===== src/hw/rtl/ise_pkg.sv =====
`timescale 1ns / 1ps
// shared types and constants of the interval statistics engine
package ise_pkg;

  localparam int unsigned StampW = 40;
  localparam int unsigned IvlW   = 32;
  localparam int unsigned CfgW   = 11;
  localparam logic [CfgW-1:0] CfgReset = 11'd1024;

  typedef struct packed {
    logic            last;
    logic [IvlW-1:0] interval;
  } ise_item_t;

  typedef enum logic [1:0] {
    OP_MUL,
    OP_DIV,
    OP_SQRT
  } arith_op_e;

  typedef struct packed {
    logic      start;
    arith_op_e op;
  } arith_req_t;

  typedef enum logic [4:0] {
    S_IDLE,
    S_INS_RD,
    S_INS_CMP,
    S_ACC,
    S_RD0,
    S_RD1,
    S_RD2,
    S_RD3,
    S_RD4,
    S_MEAN_GO,
    S_MEAN_W,
    S_MUL1_GO,
    S_MUL1_W,
    S_MUL2_GO,
    S_MUL2_W,
    S_DIV1_GO,
    S_DIV1_W,
    S_DIV2_GO,
    S_DIV2_W,
    S_SQRT_GO,
    S_SQRT_W,
    S_OUT
  } back_state_e;

endpackage


===== src/hw/rtl/ise_front.sv =====
`timescale 1ns / 1ps
// front end: takes timestamps, forms saturated intervals and marks the end of a run
module ise_front #(
  parameter int unsigned MAX_SAMPLES = 1024
) (
  input  logic                     clk_i,
  input  logic                     rst_ni,
  input  logic [ise_pkg::CfgW-1:0] sample_count_i,
  input  logic                     in_valid_i,
  output logic                     in_stall_o,
  input  logic [ise_pkg::StampW-1:0] timestamp_us_i,
  output logic                     push_o,
  output ise_pkg::ise_item_t       item_o,
  input  logic                     full_i
);
  import ise_pkg::*;

  localparam int unsigned NW = $clog2(MAX_SAMPLES + 1);
  localparam int unsigned CW = (NW > CfgW) ? NW : CfgW;
  localparam logic [CW-1:0] MaxCw = CW'(MAX_SAMPLES);

  logic              have_ref_q, have_ref_d;
  logic [StampW-1:0] prev_q, prev_d;
  logic [NW-1:0]     cnt_q, cnt_d;
  logic [StampW-1:0] diff;
  logic [NW-1:0]     cnt_inc;
  logic [CW-1:0]     eff;
  logic              accept;
  logic              last;

  assign in_stall_o = full_i;
  assign accept     = in_valid_i && !full_i;
  assign diff       = timestamp_us_i - prev_q;
  assign cnt_inc    = cnt_q + 1'b1;

  always_comb begin
    eff = CW'(sample_count_i);
    if (sample_count_i == '0) begin
      eff = CW'(1);
    end else if (eff > MaxCw) begin
      eff = MaxCw;
    end
  end

  assign last = (CW'(cnt_inc) >= eff);

  assign push_o        = accept && have_ref_q;
  assign item_o.last   = last;
  assign item_o.interval = (|diff[StampW-1:IvlW]) ? {IvlW{1'b1}} : diff[IvlW-1:0];

  always_comb begin
    have_ref_d = have_ref_q;
    prev_d     = prev_q;
    cnt_d      = cnt_q;
    if (accept) begin
      prev_d = timestamp_us_i;
      if (!have_ref_q) begin
        have_ref_d = 1'b1;
      end else if (last) begin
        have_ref_d = 1'b0;
        cnt_d      = '0;
      end else begin
        cnt_d = cnt_inc;
      end
    end
  end

  always_ff @(posedge clk_i or negedge rst_ni) begin
    if (!rst_ni) begin
      have_ref_q <= 1'b0;
      prev_q     <= '0;
      cnt_q      <= '0;
    end else begin
      have_ref_q <= have_ref_d;
      prev_q     <= prev_d;
      cnt_q      <= cnt_d;
    end
  end

endmodule


===== config.mk =====
export PLATFORM = sky130hd
export DESIGN_NAME = ise_front
export DESIGN_NICKNAME = d
export VERILOG_FILES = /design/src/hw/rtl/ise_pkg.sv /design/src/hw/rtl/ise_front.sv
export SDC_FILE = /design/constraint.sdc
export NUM_CORES = 1
export LEC_CHECK = 0
export BUFFER_PORTS_ARGS = -buffer_cell sky130_fd_sc_hd__buf_2
export CORE_MARGIN = 1.5
export CORE_UTILIZATION = 55
export CTS_CLUSTER_DIAMETER = 80
export CTS_CLUSTER_SIZE = 16
export DETAILED_ROUTE_END_ITERATION = 8
export GPL_ROUTABILITY_DRIVEN = 0
export HOLD_SLACK_MARGIN = 0.03
export PLACE_DENSITY = 0.89
export SYNTH_ARGS = -nofsm -noshare
export SYNTH_HDL_FRONTEND = slang
export SYNTH_SLANG_ARGS = --single-unit

===== constraint.sdc =====
create_clock -name clk_i -period 5.6 [get_ports clk_i]
set_input_delay 1.12 -clock clk_i [delete_from_list [all_inputs] [get_ports clk_i]]
set_output_delay 1.12 -clock clk_i [all_outputs]
set_load 0.02 [all_outputs]

==> qor.csv <==
stage,metric,value,unit
status,violations,design-rule violations,
pwr,p_leak,2.59,nW
clock_network,cts_tree,done,
yosys,ys_ff_latch,52,
drt,routed_wl,12800,microns
pwr,ir_drop,138,uV
global_route,grt_remaining_overflow,0,
yosys,synth_nets,782,
timing,rsz0062_at_grt,no,
timing,whs,0.518,ns
setup_path,critPathKind,in2out,
pwr,p_total,1.42,mW
layout,layout-drive-gt1-share,16.6,%
timing,finalClockSkew,0.00698,ns
yosys,avgSynthCellArea,7.44,sq um
global_route,grt_max_degree,80,
yosys,synthTopCellsByArea,"dfrtp_1 26%, ha_1 13%, nand2_1 9.6%",
drt,drtIter0Drc,348,
layout,fin_cells,857,
setup_path,cp-start-kind,input pin,
yosys,synth_area,0.00502,sq mm
yosys,synthCells,675,
timing,tightestPinTransition,0.750,ns
place,port_buffers,89,
timing,finalCritPeriodShare,97.6,%
drt,drc,6,
yosys,async_flop_share,100,%
clock_network,cts_buffers,5,
floorplanning,pin_count,90,
floorplanning,std_cell_rows,34,
hold_path,min_path_type,reg2reg,
clock_network,clockBufferDepth,2,
timing,setup-violations-final,0,
drt,wl_per_cell,15.0,microns
floorplanning,dieHeight,98.6,microns
floorplanning,core_area,0.00881,sq mm
yosys,ys_seq_area_share,25.9,%
clock_network,root_buffer,clkbuf_8,
layout,nets,855,
status,status,"finished, violations left",
setup_path,worstPathRequired,4.48,ns
layout,n_antenna_cell,0,
floorplanning,start_util,57.0,%
timing,relSlewSlack,49.5,%
timing,hold_viol,0,
drt,viasPerCell,6.02,
timing,min_period,5.47,ns
floorplanning,die_width,98.6,microns
setup_path,worstPathMaxFanout,22,
pwr,power.density,253,mW/mm^2
place,place_hpwl,9950,microns
clock_network,clk_latency,0.31,ns
setup_path,crit_path_end_kind,output port,
timing,fmax,183,MHz
global_route,first_global_vias,5042,
global_route,track_usage,26.2,%
drt,dr.pass1.iters,8,
floorplanning,dieArea,0.00972,sq mm
yosys,yosys.area.top_type_share,25.9,%
clock_network,hold_buffers,0,
yosys,yosys.cell_count.top_type,nand2_1,
drt,route.vias.total,5158,
layout,utilization,63.7,%
timing,drv_slew,0,
clock_network,h-tree-depth,2,
clock_network,cts_sinks,52,
global_route,grt_pass1_wl,21400,microns
timing,setup_tns,0,ns
drt,postRouteAntennaNets,0,
global_route,antenna_found_initial,0,
place,dp.cells,849,
flow_run,maxCapViolCount,0,
setup_path,arrival,4.35,ns
yosys,yosysTopAreaCell,dfrtp_1,
yosys,synthFlopType,dfrtp_1,
yosys,synth_edf_count,0,
layout,syn2layout_area_growth,11.7,%
clock_network,clk_pin_slew,0.10,ns
yosys,synth_warnings,0,
yosys,ys_top_cells_by_count,"128 x nand2_1, 78 x o21ai_0, 56 x a21oi_1",
yosys,yosys.cell_types.count,63,
what timing repair did:
item                       in CTS  in global routing
setup endpoints to repair       0                 24
setup buffers                   0                  0
resized for setup               0                  1
worst paths after layout:
kind	start	endpoint	slack (ns)	cells after the start
max in group asynchronous	rst_ni	prev_q[28]$_DFFE_PN0P_	4.23	2
min in group asynchronous	rst_ni	prev_q[24]$_DFFE_PN0P_	0.90	2
setup / recovery	timestamp_us_i[6]	item_o[10]	0.13	13
hold / removal	cnt_q[10]$_DFFE_PN0P_	cnt_q[10]$_DFFE_PN0P_	0.52	2
hold reg to reg	cnt_q[10]$_DFFE_PN0P_	cnt_q[10]$_DFFE_PN0P_	0.52	2
setup reg to reg	cnt_q[0]$_DFFE_PN0P_	cnt_q[0]$_DFFE_PN0P_	2.37	12
worst max-delay path: stages:
cell	delay, ns
buf_2	0.11
ha_1	0.38
a21o_1	0.20
nand2b_1	0.19
o21ai_0	0.31
a21oi_1	0.17
o21ai_0	0.49
mux2i_1	0.27
nand4b_1	0.22
nor4_4	0.22
buf_4	0.32
nand2_1	0.15
buf_2	0.19
where the power goes:
part / total [mW] / switching (mW) / internal (mW)
Combinational: 0.734 / 0.448 / 0.286
Sequential: 0.450 / 0.0265 / 0.423
Clock: 0.236 / 0.135 / 0.100
per-layer routing:
| metal | GRT usage (%) | wire length, microns |
|---|---|---|
| met2 | 46.6 | 6320 |
| met3 | 3.26 | 880 |
| met4 | 9.56 | 376 |
| met5 | 0 | 0 |
| met1 | 32.5 | 5260 |
placed cells by master, fill, tap and decap left out, drive strengths merged, types with 5 or more instances in the layout:
cell and instances:
nand2 138, buf 94, o21ai 81, a21oi 57
dfrtp 52, ha 51, inv 48, nor2 39
xor2 24, xnor2 17, a21o 15, nand3 13
o21a 11, nand4 11, nand2b 9, and3 8
nor4 8, clkbuf 6, nor3 6, o21bai 5
nor2b 5
cell families after synthesis:
kind of cell             Yosys count  synth area share [%]
AND/OR/NAND/NOR                  248                  22.9
AO/OA/AOI/OAI                    201                  23.6
buffers and inverters             77                  6.48
adder cells (fa/ha/maj)           52                  13.1
flip-flops                        52                  25.9
XOR/XNOR                          41                  7.15
multiplexers                       4                 0.872
flip-flops by register name, summed over array words and instances (netlist names):
name        cells
have_ref_q      1
prev_q         40
cnt_q          11
per-stage QoR:
step | area, sq um | worst slack, ns
after floorplan | 5020 | 0.868
after global placement | 5510 | 0.286
after detailed placement | 5510 | 0.139
after CTS | 5610 | 0.119
after global routing | 5610 | 0.0172
final | 5610 | 0.133
cell type report:
cell class | instances | area [sq um]
inverters | 49 | 184
multi-input cells | 546 | 3410
well taps | 108 | 135
repair buffers | 94 | 483
flip-flops and latches | 52 | 1300
clock inverters | 2 | 15.0
clock buffers | 6 | 82.6
fillers | 779 | 3190
Power figures use the tool's default switching activity.
