<file path="src/hw/rtl/ise_pkg.sv">
`timescale 1ns / 1ps
// shared types and constants of the interval statistics engine
package ise_pkg;

  localparam int unsigned StampW = 40;
  localparam int unsigned IvlW   = 32;
  localparam int unsigned CfgW   = 11;
  localparam logic [CfgW-1:0] CfgReset = 11'd1024;

  typedef struct packed {
    logic            last;
    logic [IvlW-1:0] interval;
  } ise_item_t;

  typedef enum logic [1:0] {
    OP_MUL,
    OP_DIV,
    OP_SQRT
  } arith_op_e;

  typedef struct packed {
    logic      start;
    arith_op_e op;
  } arith_req_t;

  typedef enum logic [4:0] {
    S_IDLE,
    S_INS_RD,
    S_INS_CMP,
    S_ACC,
    S_RD0,
    S_RD1,
    S_RD2,
    S_RD3,
    S_RD4,
    S_MEAN_GO,
    S_MEAN_W,
    S_MUL1_GO,
    S_MUL1_W,
    S_MUL2_GO,
    S_MUL2_W,
    S_DIV1_GO,
    S_DIV1_W,
    S_DIV2_GO,
    S_DIV2_W,
    S_SQRT_GO,
    S_SQRT_W,
    S_OUT
  } back_state_e;

endpackage

</file>
<file path="src/hw/rtl/ise_fifo.sv">
`timescale 1ns / 1ps
// two-entry queue between front and back
module ise_fifo (
  input  logic               clk_i,
  input  logic               rst_ni,
  input  logic               push_i,
  input  ise_pkg::ise_item_t item_i,
  output logic               full_o,
  input  logic               pop_i,
  output logic               valid_o,
  output ise_pkg::ise_item_t item_o
);
  import ise_pkg::*;

  ise_item_t   mem_q [2];
  logic        wr_q, rd_q;
  logic [1:0]  cnt_q;

  assign full_o  = (cnt_q == 2'd2);
  assign valid_o = (cnt_q != 2'd0);
  assign item_o  = mem_q[rd_q];

  always_ff @(posedge clk_i) begin
    if (push_i) begin
      mem_q[wr_q] <= item_i;
    end
  end

  always_ff @(posedge clk_i or negedge rst_ni) begin
    if (!rst_ni) begin
      wr_q  <= 1'b0;
      rd_q  <= 1'b0;
      cnt_q <= 2'd0;
    end else begin
      if (push_i) begin
        wr_q <= ~wr_q;
      end
      if (pop_i) begin
        rd_q <= ~rd_q;
      end
      case ({push_i, pop_i})
        2'b10:   cnt_q <= cnt_q + 2'd1;
        2'b01:   cnt_q <= cnt_q - 2'd1;
        default: cnt_q <= cnt_q;
      endcase
    end
  end

endmodule

</file>
<file path="config.mk">
export PLATFORM = sky130hd
export DESIGN_NAME = ise_fifo
export DESIGN_NICKNAME = d
export VERILOG_FILES = /design/src/hw/rtl/ise_pkg.sv /design/src/hw/rtl/ise_fifo.sv
export SDC_FILE = /design/constraint.sdc
export NUM_CORES = 1
export LEC_CHECK = 0
export ABC_CLOCK_PERIOD_IN_PS = 2400
export BUFFER_PORTS_ARGS = -buffer_cell sky130_fd_sc_hd__buf_2
export CORE_MARGIN = 5
export CORE_UTILIZATION = 47
export DETAILED_ROUTE_END_ITERATION = 12
export PLACE_DENSITY_LB_ADDON = 0.05
export SLEW_MARGIN = 25
export SYNTH_ARGS = -nofsm -noshare
export SYNTH_HDL_FRONTEND = slang
export SYNTH_SLANG_ARGS = --single-unit
</file>
<file path="constraint.sdc">
create_clock -name clk_i -period 2.4 [get_ports clk_i]
set_clock_uncertainty 0.15 [all_clocks]
set_input_delay 0.24 -clock clk_i [delete_from_list [all_inputs] [get_ports clk_i]]
set_output_delay 0.24 -clock clk_i [all_outputs]
set_load 0.01 [all_outputs]
</file>
==> key figures, run 1 <==
Run status
  • Status: finished, final reports clean

STA
  • Max_slew headroom: 67.14%
  • Hold Violations, Final: 0
  • Final hold slack: 0.1018 ns
  • Worst slew pin tran: approximately 0.49 ns
  • Final Cycle Share: 82.35%
  • Final setup fails: 0
  • Minimum clock period: between 1.5 and 2 ns
  • Unrepaired setup endpoints after global routing: no
  • Max Fclk: 505.9 MHz
  • Final Max Tran Viols: 0
  • Setup TNS Final: 0 ns

Layout
  • Syn-to-layout area delta: 36.15%
  • Most common cell after layout, fill and taps aside: buf_2
  • Fin area: 0.003704 mm2
  • Most frequent cells in the layout: buf_2 (71), edfxtp_1 (66), dlygate4sd3_1 (36)
  • Reg area: approximately 0.0021 mm2
  • Layout cells sized above 1: approximately half
  • Fill cells: just over 400
  • Final #Nets: between 200 and 300
  • Core Util, Final: between 60% and 70%
  • Multi-input logic area: around 570 um2
  • Antenna cells: 0

GRT
  • First-pass GRT wire length: about 7500 um
  • Vias in the first global route: 1583
  • Met1 usage: about 15%
  • Total grt overflow: 0
  • Met3 Use GR: ~3.6%
  • M2 GR Usage: around 24%
  • All-layer global routing usage: 13.68%
  • Largest net degree at the start of global routing: 21
  • GR peak layer: met2
  • Initial antenna violation count: 0

Logic synthesis
  • Library cells used by synthesis: 14
  • Synth top area share: between 70% and 80%
  • Synth area leader: edfxtp_1
  • Cell Area, Synth: 0.002720 mm2
  • Top cells by area, synth: edfxtp_1 (73%), mux2_4 (16%), dfrtp_1 (3.7%)
  • #FFs+latches synth: 70
  • Net Count, Synth: between 150 and 200
  • Synth Warn #: 0
  • Sequential area share after synthesis: ~77%
  • Syn avg cell area: about 23 um2
  • Synth Instances: 119

Detailed routing
  • Drt wl/cell: 15.27 um
  • Routed Wire Length: roughly 4800 um
  • Detailed router's first-iteration violation count: 54
  • Total number of vias: between 1000 and 1500
  • Remaining DRCs: 0
  • TritonRoute pass-1 iters: 4
  • DRT antenna net count: 0
  • Via-to-Cell Ratio: approximately 4.6

Floorplanning
  • Ports: a little over 70
  • Chip height: approximately 86 um
  • Width of the die: approximately 86 um
  • Placeable Area: 0.005574 mm2
  • Die area: between 0.007 and 0.008 mm2
  • Initial core utilization: 48.80%
  • # rows: 27

Pwr
  • Combinational power share: approximately a third
  • Internal: about 0.0028 W
  • Reg power frac: 44.6%
  • Maximum VDD drop: 0.5925 mV
  • Power per cell area: roughly 1000 mW/mm2
  • Net Sw Frac: between 20% and 30%
  • LEAKAGE: roughly 1.5 nW
  • Clock Power Share: 21.9%
  • Switching pwr: around 0.0011 W

Critical path
  • CP Class: reg -> out
  • Critical register-to-register path startpoint: wr_q$_DFFE_PN0P_
  • Worst Path Required: 2.01 ns
  • Startpoint Class: register
  • Critical path arrival: around 1.6 ns
  • CP max FO: 10
  • Crit. Startpoint: rd_q$_DFFE_PN0P_
  • Crit end category: output port

CTS
  • Insertion delay to the later sink of the worst-skew pair: around 0.32 ns
  • Max Buffers Root-to-Sink: 2
  • CTS resizes: 0
  • CTS tree: yes
  • H-tree depth: 3
  • CTS clk-pin slew, worst paths: about 0.07 ns
  • Inserted Clock Buffers: 9
  • CTS Sinks: 70
  • Clk root buf: clkbuf_8

Place
  • Area after DPL: 0.003166 mm2
  • Routability Congestion: approximately 0.75
  • I/O Buffers: between 70 and 80
  • DP HPWL: around 3100 um

Hold path
  • HP Class: in -> async

Job
  • Max Cap Viol: 0
==> worst max-delay path, cell delays in order, from the launching register on <==
cell and delay, ns:
dfrtp_2 0.49, buf_4 0.27, mux2_2 0.37, buf_2 0.14
==> cell type report <==
cell class | count | share of cell area (%)
Clock buffer | 9 | 3.345
Clock inverter | 6 | 1.453
Inverter | 1 | 0.1014
Multi-Input combinational cell | 44 | 15.41
Sequential cell | 70 | 56.25
Tap cell | 72 | 2.432
Timing Repair Buffer | 112 | 21.01
==> power groups by stage <==
stage,sequential (W),combinational [W],clock [W]
2_1_floorplan,0.00172,0.000961,0
3_3_place_gp,0.00175,0.00126,0
3_5_place_dp,0.00176,0.00128,0
4_1_cts,0.00174,0.00133,0.000874
5_1_grt,0.00176,0.00139,0.000944
6_report,0.00173,0.00130,0.000850
==> per-stage QoR <==
step | cells | power, W | setup slack (ns)
2_1_floorplan | 119 | 0.002677 | 0.02593
3_3_place_gp | 263 | 0.003006 | 0.8019
3_5_place_dp | 263 | 0.003043 | 0.7773
4_1_cts | 314 | 0.003941 | 0.4160
5_1_grt | 314 | 0.004096 | 0.3550
6_report | 314 | 0.003888 | 0.4235
==> sequential cells by signal, summed over array words and instances (netlist names) <==
name   count
cnt_q      2
wr_q       1
mem_q     66
rd_q       1
==> cells in the mapped netlist <==
cell,count
and2_1,1
buf_12,3
buf_6,1
dfrtp_1,4
edfxtp_1,66
ha_1,1
inv_1,1
mux2_2,4
mux2_4,29
nor2_1,2
nor2b_1,1
or2_2,1
xnor2_1,2
xor2_1,3
==> metal layers <==
layer	wire length, um	up-vias
met3	269	5
met4	38	0
met5	0	-
met2	2608	44
li1	-	701
met1	1878	698
==> worst paths after layout <==
path / to / slack, ns / cells past startpoint
setup / recovery: item_o[28] / 0.42 / 3
hold / removal: cnt_q[0]$_DFFE_PN0P_ / 0.10 / 2
setup reg to reg: mem_q[0][30]$_DFFE_PP_ / 0.85 / 2
hold reg to reg: cnt_q[1]$_DFFE_PN0P_ / 0.34 / 1
max in group asynchronous: rd_q$_DFFE_PN0P_ / 1.86 / 2
min in group clk_i: cnt_q[1]$_DFFE_PN0P_ / 0.34 / 1
==> cells by family (layout without fill, tap and decap cells) <==
| logic type | after synthesis | count (layout) | synth area share, % |
|---|---|---|---|
| DFF | 70 | 70 | 76.54 |
| buffers and inverters | 5 | 128 | 2.760 |
| xor gates and xnor gates | 5 | 5 | 1.610 |
| and+or+nand+nor | 5 | 5 | 0.9665 |
| muxes | 33 | 33 | 17.66 |
| adders and majority gates | 1 | 1 | 0.4599 |
==> timing repair <==
item,CTS,global route
hold buffers,36,0
endpoints found under the hold margin,72,0
setup buffers,0,0
(Power assumes the default switching activity.)
==> run 2, diff against run 1 <==
- ABC_CLOCK_PERIOD_IN_PS: 2400 -> 2100
- CORE_UTILIZATION: 47 -> 51
- clock period: 2.4 -> 2.1 ns (I/O delays scaled with it)
==> key figures, run 2 (synthesized netlist as in run 1, its figures left out) <==
CTS
  • Inserted Clock Buffers: 9
  • CTS clk-pin slew, worst paths: 0.07 ns
  • Max Buffers Root-to-Sink: 2
  • Insertion delay to the later sink of the worst-skew pair: around 0.32 ns
  • CTS Sinks: 70
  • CTS tree: yes
  • H-tree depth: 3
  • Clk root buf: clkbuf_8

Layout
  • Most frequent cells in the layout: buf_2 (71), edfxtp_1 (66), dlygate4sd3_1 (36)
  • Largest regs: mem_q: 66 flops, cnt_q: 2 flops
  • Final #Nets: 276
  • Max reg flops: between 60 and 70
  • Fin area: approximately 0.0037 mm2
  • Antenna cells: 0
  • Largest Register: mem_q
  • Most common cell after layout, fill and taps aside: buf_2
  • Syn-to-layout area delta: 35.33%
  • Fill cells: around 350
  • Layout cells sized above 1: between 50% and 60%

Place
  • Worst slack, placed: about 0.44 ns
  • Area after DPL: about 0.0032 mm2
  • DP HPWL: ~3000 um
  • Routability Congestion: roughly 0.69
  • I/O Buffers: between 70 and 80

Detailed routing
  • DRT antenna net count: 0
  • Via-to-Cell Ratio: around 4.6
  • Total number of vias: approximately 1400
  • Detailed router's first-iteration violation count: 71
  • Drt wl/cell: 15.36 um
  • Remaining DRCs: 0
  • Routed Wire Length: around 4800 um
  • TritonRoute pass-1 iters: 4

STA
  • Max Fclk: about 500 MHz
  • Unrepaired setup endpoints after global routing: no
  • Final setup fails: 0
  • Setup ws final: a little over 0.1 ns
  • Worst slew pin tran: about 0.45 ns
  • Minimum clock period: roughly 2.0 ns
  • Setup TNS Final: 0 ns
  • Hold Violations, Final: 0
  • Final Cycle Share: between 90% and 100%
  • Max_slew headroom: 69.75%
  • Final Max Tran Viols: 0

Pwr
  • Internal: 0.003197 W
  • Switching pwr: about 0.0012 W
  • LEAKAGE: approximately 1.5 nW
  • Maximum VDD drop: around 0.78 mV
  • Total Power: between 0.004 and 0.005 W
  • Reg power frac: 45.6%
  • Net Sw Frac: about 27%
  • Power per cell area: roughly 1200 mW/mm2
  • Clock Power Share: 21.5%
  • Combinational power share: between 30% and 40%

Hold path
  • HP Class: in -> async

GRT
  • Met1 usage: between 10% and 20%
  • Initial antenna violation count: 0
  • Total grt overflow: 0
  • Largest net degree at the start of global routing: 34
  • First-pass GRT wire length: approximately 8000 um
  • All-layer global routing usage: ~15%
  • M2 GR Usage: a little over a quarter
  • GR peak layer: met2
  • Met3 Use GR: approximately 5.5%
  • Vias in the first global route: roughly 1600

Critical path
  • Crit end category: output port
  • Startpoint Class: register
  • Crit-path cells: buf_4 -> mux2_4 -> buf_2
  • Critical path arrival: between 1.5 and 2 ns
  • CP peak stage delay: roughly 0.55 ns
  • CP max stage cell: dfrtp_2
  • Reg2Reg Depth: 2
  • CP Class: reg -> out
  • Worst Path Required: between 1.5 and 2 ns
  • CP max FO: 11

Floorplanning
  • Ports: 72
  • Placeable Area: 0.005140 mm2
  • Width of the die: about 83 um
  • Chip height: slightly above 80 um
  • # rows: 26
  • Die area: about 0.007 mm2
  • Initial core utilization: 52.92%

Run status
  • Status: finished, final reports clean

Job
  • Max Cap Viol: 0
## run 2: cell types whose count changed in the layout (fill, tap and decap cells not counted)
cell / before / now
buf_4: 3 / 4
clkinv_1: 3 / 0
clkinvlp_4: 1 / 0
buf_12: 2 / 1
clkbuf_1: 0 / 3
## run 2: layer usage
layer,vias up,wire [um]
li1,693,-
met1,696,1734
met2,48,2684
met3,6,304
met4,0,53
met5,-,0
## run 2: power by group through the flow
stage	Sequential (W)	Combinational (W)	Clock (W)
floorplan	0.00196	0.00110	0
global placement	0.00202	0.00139	0
detailed placement	0.00204	0.00141	0
CTS	0.00201	0.00146	0.000977
global route	0.00203	0.00155	0.00105
finish	0.00200	0.00145	0.000943
## run 2: layout make-up
cell class	count	area, um2	area share, %
flip-flops and latches	70	2083	56.59
repair buffers	112	765.7	20.80
multi-input cells	44	570.5	15.50
clock buffers	12	135.1	3.671
well taps	70	87.58	2.379
clock inverters	2	35.03	0.9517
inverters	1	3.754	0.1020
## run 2: worst paths after layout
| kind | from | to | slack, ns |
|---|---|---|---|
| setup / recovery | rd_q$_DFFE_PN0P_ | item_o[1] | 0.10 |
| hold / removal | rst_ni | cnt_q[0]$_DFFE_PN0P_ | 0.08 |
| setup reg to reg | wr_q$_DFFE_PN0P_ | mem_q[1][6]$_DFFE_PP_ | 0.60 |
| hold reg to reg | cnt_q[1]$_DFFE_PN0P_ | cnt_q[1]$_DFFE_PN0P_ | 0.33 |
| max in group asynchronous | rst_ni | rd_q$_DFFE_PN0P_ | 1.59 |
| min in group clk_i | cnt_q[1]$_DFFE_PN0P_ | cnt_q[1]$_DFFE_PN0P_ | 0.33 |
## run 2: timing repair
action                                 CTS  global route
hold buffers                            36             0
endpoints found under the hold margin   72             0
buffers inserted                         0             0
resized for setup                        0             0
## run 2: critical path, delay by kind of cell, from the launching register on
family / cells / cell delay (ns)
buf+inv: 2 / 0.44
mux: 1 / 0.32
flops: 1 / 0.55
## run 2: metrics by stage
stage                     hold slack [ns]  utilization (%)  instances
final                             0.07547            71.62        311
after global routing              0.07457            71.62        311
after CTS                         0.05485            71.62        311
after detailed placement          -0.1277            61.30        261
after global placement            -0.1301            61.30        261
after floorplan                   -0.2356                -        119
